`src/blfa_pkg.sv`:
```
package blfa_pkg;

    localparam int WORD_BITS = 64;
    localparam int IDX_W     = 12;
    localparam int CFG_W     = 13;
    localparam int OP_W      = 2;
    localparam int STAT_W    = 2;
    localparam int BIT_W     = 6;

    localparam logic [OP_W-1:0] OP_ALLOC   = 2'd0;
    localparam logic [OP_W-1:0] OP_MARK    = 2'd1;
    localparam logic [OP_W-1:0] OP_RELEASE = 2'd2;
    localparam logic [OP_W-1:0] OP_TEST    = 2'd3;

    localparam logic [STAT_W-1:0] ST_OK   = 2'd0;
    localparam logic [STAT_W-1:0] ST_FULL = 2'd1;
    localparam logic [STAT_W-1:0] ST_OOR  = 2'd2;

    localparam logic [CFG_W-1:0] CFG_RESET = 13'd4096;

    typedef struct packed {
        logic accept;
        logic rd;
        logic exec;
    } t_cmd;

endpackage

```
`src/blfa_ctrl.sv`:
```
module blfa_ctrl (
    input  logic           i_clk,
    input  logic           i_rst_n,
    input  logic           s_axis_tvalid,
    output logic           s_axis_tready,
    output logic           m_axis_tvalid,
    input  logic           m_axis_tready,
    output blfa_pkg::t_cmd o_cmd
);
    import blfa_pkg::*;

    typedef enum logic [2:0] {
        S_IDLE = 3'b001,
        S_READ = 3'b010,
        S_EXEC = 3'b100
    } t_state;

    t_state r_state, n_state;
    logic   r_out_valid, n_out_valid;
    logic   w_exec;

    assign s_axis_tready = (r_state == S_IDLE);
    assign m_axis_tvalid = r_out_valid;
    assign w_exec = (r_state == S_EXEC) && (!r_out_valid || m_axis_tready);

    assign o_cmd.accept = s_axis_tvalid && s_axis_tready;
    assign o_cmd.rd     = (r_state == S_READ);
    assign o_cmd.exec   = w_exec;

    always_comb begin
        n_state = r_state;
        case (r_state)
            S_IDLE: begin
                if (s_axis_tvalid) n_state = S_READ;
            end
            S_READ: begin
                n_state = S_EXEC;
            end
            S_EXEC: begin
                if (w_exec) n_state = S_IDLE;
            end
            default: begin
                n_state = S_IDLE;
            end
        endcase
    end

    always_comb begin
        n_out_valid = r_out_valid;
        if (m_axis_tready) n_out_valid = 1'b0;
        if (w_exec)        n_out_valid = 1'b1;
    end

    always_ff @(posedge i_clk) begin
        if (!i_rst_n) begin
            r_state     <= S_IDLE;
            r_out_valid <= 1'b0;
        end else begin
            r_state     <= n_state;
            r_out_valid <= n_out_valid;
        end
    end

`ifndef SYNTHESIS
    a_accept_read: assert property (@(posedge i_clk) disable iff (!i_rst_n)
        o_cmd.accept |=> o_cmd.rd)
        else $error("accepted item did not start a word read");
    a_read_exec: assert property (@(posedge i_clk) disable iff (!i_rst_n)
        o_cmd.rd |=> (r_state == S_EXEC))
        else $error("word read not followed by execute");
    a_exec_out: assert property (@(posedge i_clk) disable iff (!i_rst_n)
        o_cmd.exec |=> (m_axis_tvalid && !s_axis_tready == 1'b0 || m_axis_tvalid))
        else $error("execute did not present a result");
`endif

endmodule

```
`config.mk`:
```
export PLATFORM = sky130hd
export DESIGN_NAME = blfa_ctrl
export DESIGN_NICKNAME = d
export VERILOG_FILES = /design/src/blfa_pkg.sv /design/src/blfa_ctrl.sv
export SDC_FILE = /design/constraint.sdc
export NUM_CORES = 1
export LEC_CHECK = 0
export BUFFER_PORTS_ARGS = -buffer_cell sky130_fd_sc_hd__buf_2
export CORE_AREA = 3 3 40 42
export CTS_BUF_LIST = sky130_fd_sc_hd__clkbuf_4 sky130_fd_sc_hd__clkbuf_8
export CTS_CLUSTER_DIAMETER = 30
export DETAILED_ROUTE_END_ITERATION = 6
export DIE_AREA = 0 0 43 45
export PLACE_DENSITY_LB_ADDON = 0.1
export RECOVER_POWER = 100
export SETUP_SLACK_MARGIN = 0.5
export SYNTH_ARGS = -nofsm -noshare
export SYNTH_HDL_FRONTEND = slang
export SYNTH_SLANG_ARGS = --single-unit
export TNS_END_PERCENT = 100
```
`constraint.sdc`:
```
create_clock -name i_clk -period 2.7 [get_ports i_clk]
set_input_delay 0.54 -clock i_clk [delete_from_list [all_inputs] [get_ports i_clk]]
set_output_delay 0.54 -clock i_clk [all_outputs]
set_load 0.02 [all_outputs]
```
==> reports/results.ini <==
[sta]
final-hold-violation-count=0
rsz0062_at_grt=no
final_period_minus_worst_setup_slack_ps=1890
maxSlewHeadroom_pct=82.6
tightest_slew_ps=261
clock_skews_ps=1.43
finalSetupViolations=0
fmax_mhz=529
post-route-period-util_pct=70.0
setup-tns-final_ps=0
maxSlewViolCount=0

[worst_setup_path]
crit_path_end_kind=output pin
crit_type=flop to output pin
crit_path_cell_trace=or3b_1 > nor2b_1 > clkbuf_1
maximum_net_fanout_on_the_critical_path=4
timing.reg2reg.setup_slack_ps=1630
ff2ff_path_depth=3
cp-endpoint=o_cmd[0]
cp_launch_point=r_state[2]
crit_path_max_incr_delay_ps=390
critPathTopFamily=simple AND/OR/NAND/NOR gates
r2r-start=r_state[2]
setup.worst_path.start_class=flop
reg_to_reg_endpoint=r_state[0]
cp.arrival_ps=1350
timing.critical_path.required_ps=2160
critical_path_cell_count=3
buffers_inverters_on_critical_path=1
timing.critical_path.slowest_stage_cell=sky130_fd_sc_hd__or3b_1

[finish]
drive_gt1_share_pct=28.6
area_growth_pct=31.6
multi_input_comb_area_um2=95.1
antenna-diode-count=0
nets_finish=34
final_util_pct=19.5
regArea_um2=80.1
layout.filler_cells=146

[clock_tree]
cts_sinks=4
cts-root-to-sink-buffers=2
cts_repair_resize_count=0
cts.reportedPaths.clkPinSlew_ps=40
number_of_buffers_created_by_cts=3
h-tree-depth=1
cts.hold.buffers_added=0
clockRootBuffer=sky130_fd_sc_hd__clkbuf_4
cts.repair_timing.setup_buffer_count=0
cts_tree=built
clk-insertion-delay-late_ps=230

[detailed_routing]
drt_wl_total_um=412
routed-via-count=159
routedWlPerCell_um=9.58
drt_drc_violations_left=0
drtPass1Iterations=3
avgViaCountPerCell=3.70
detail-route-antenna-nets=0
dr.first_iter.drc_count=3

[logic_synthesis]
postSynthNetCount=23
post-synth-top-area-fraction_pct=42.1
syn-cell-area_um2=190
syn-instance-count=19
ys_warn_count=0
synthArstFlopShare_pct=0
synth.area.top_cells=sky130_fd_sc_hd__dfxtp_1 42%, sky130_fd_sc_hd__nor3b_1 16%, sky130_fd_sc_hd__buf_4 7.9%
synth_area_leader_cell=sky130_fd_sc_hd__dfxtp_1
synth_cell_type_count=12
share_of_the_yosys_chip_area_belonging_to_registers_pct=42.1
edff_count_synth=0
synth-main-ff-cell=sky130_fd_sc_hd__dfxtp_1
ys_seq_elements=4
synth_top_cells_by_count=4 x sky130_fd_sc_hd__dfxtp_1, 4 x sky130_fd_sc_hd__nor3b_1, 2 x sky130_fd_sc_hd__buf_4
syn-mean-instance-area_um2=10.0

[run]
max_cap_violations=0

[pwr]
worst_ir_drop_vdd_uv=191
comb_power_share_pct=10.9
powerDensity_nw_per_um2=621
power.switching_fraction_pct=23.5
power.leakage_nw=0.0883
power.share.sequential_pct=41.4
p_sw_mw=0.0366
clock_power_share_pct=47.6
intPower_mw=0.119

[grt]
grt_antenna_before_repair=0
largest_net_degree_at_the_start_of_global_routing=6
grt_use_total_pct=5.92
aggregate_global_routing_overflow=0
global_route_wire_length_before_repair_um=752
first_global_vias=180

[floorplanning]
initial_core_util_pct=14.8
fp.coreArea_um2=1280
area_of_the_die_um2=1940
die_height_um=45
design.portCount=9
chipWidth_um=43
core.rowCount=13

[worst_hold_path]
min-delay-path-class=flop to flop

[placed_design]
numPortBuffers=8
place_congestion=0.598

[status]
status=completed

sequential cells by signal (all words and copies together) (netlist names):
register / flops
m_axis_tvalid: 1
r_state: 3
power groups by stage:
stage	Clock, mW	Sequential [mW]	Combinational [mW]
finish	0.0741	0.0644	0.0170
CTS	0.0795	0.0643	0.0184
detailed placement	0	0.0653	0.0184
global route	0.0856	0.0646	0.0191
floorplan	0	0.0644	0.0120
global placement	0	0.0654	0.0184
worst min path at each step:
stage	start	to	slack (ps)	cells past startpoint
6_report	r_state[0]	r_state[2]	480	1
5_1_grt	r_state[0]	r_state[2]	520	1
4_1_cts	r_state[0]	r_state[2]	480	1
3_5_place_dp	r_state[0]	r_state[2]	480	1
3_3_place_gp	r_state[0]	r_state[2]	480	1
2_1_floorplan	r_state[0]	r_state[2]	430	1
through the flow:
stage	worst slack, ps	cell area [um^2]	power, mW	hold WS [ps]	std cells
after global routing	676	250	0.169	518	43
final	810	250	0.155	480	43
after detailed placement	1080	234	0.0836	482	40
after global placement	1080	234	0.0839	482	40
after CTS	862	256	0.162	482	43
after floorplan	886	190	0.0765	429	19
placed cells by master (no fill, tap or decap), drive strengths merged:
master	instances
a21boi	1
and3	1
or3b	1
nor2	1
clkbuf	8
buf	3
nor3b	4
dfxtp	4
mux2i	1
o31ai	1
and2	1
nand2b	1
nor2b	1
cell families (layout without fill, tap and decap cells):
kind of cell           count (synthesis)  in the layout  share of synthesized area [%]
AOI/OAI and AO/OA                      2              2                           7.90
buffers and inverters                  2             11                           7.89
DFF                                    4              4                           42.1
muxes                                  1              1                           5.26
and+or+nand+nor                       10             10                           36.8
area by class of cell:
type                    instances  share of cell area [%]
multi-input cells              13                    38.0
flip-flops and latches          4                    32.0
repair buffers                  8                    13.5
clock buffers                   3                    9.00
well taps                      15                    7.50
metal layers:
layer  track usage (%)  vias up  share of wire, %
li1                  -       84                 -
met1              6.05       69                42
met2              7.19        4                48
met3              2.79        2               7.8
met4              9.04        0               1.5
met5                 0        -                 0
No activity file was read; power rests on OpenSTA's default activity.
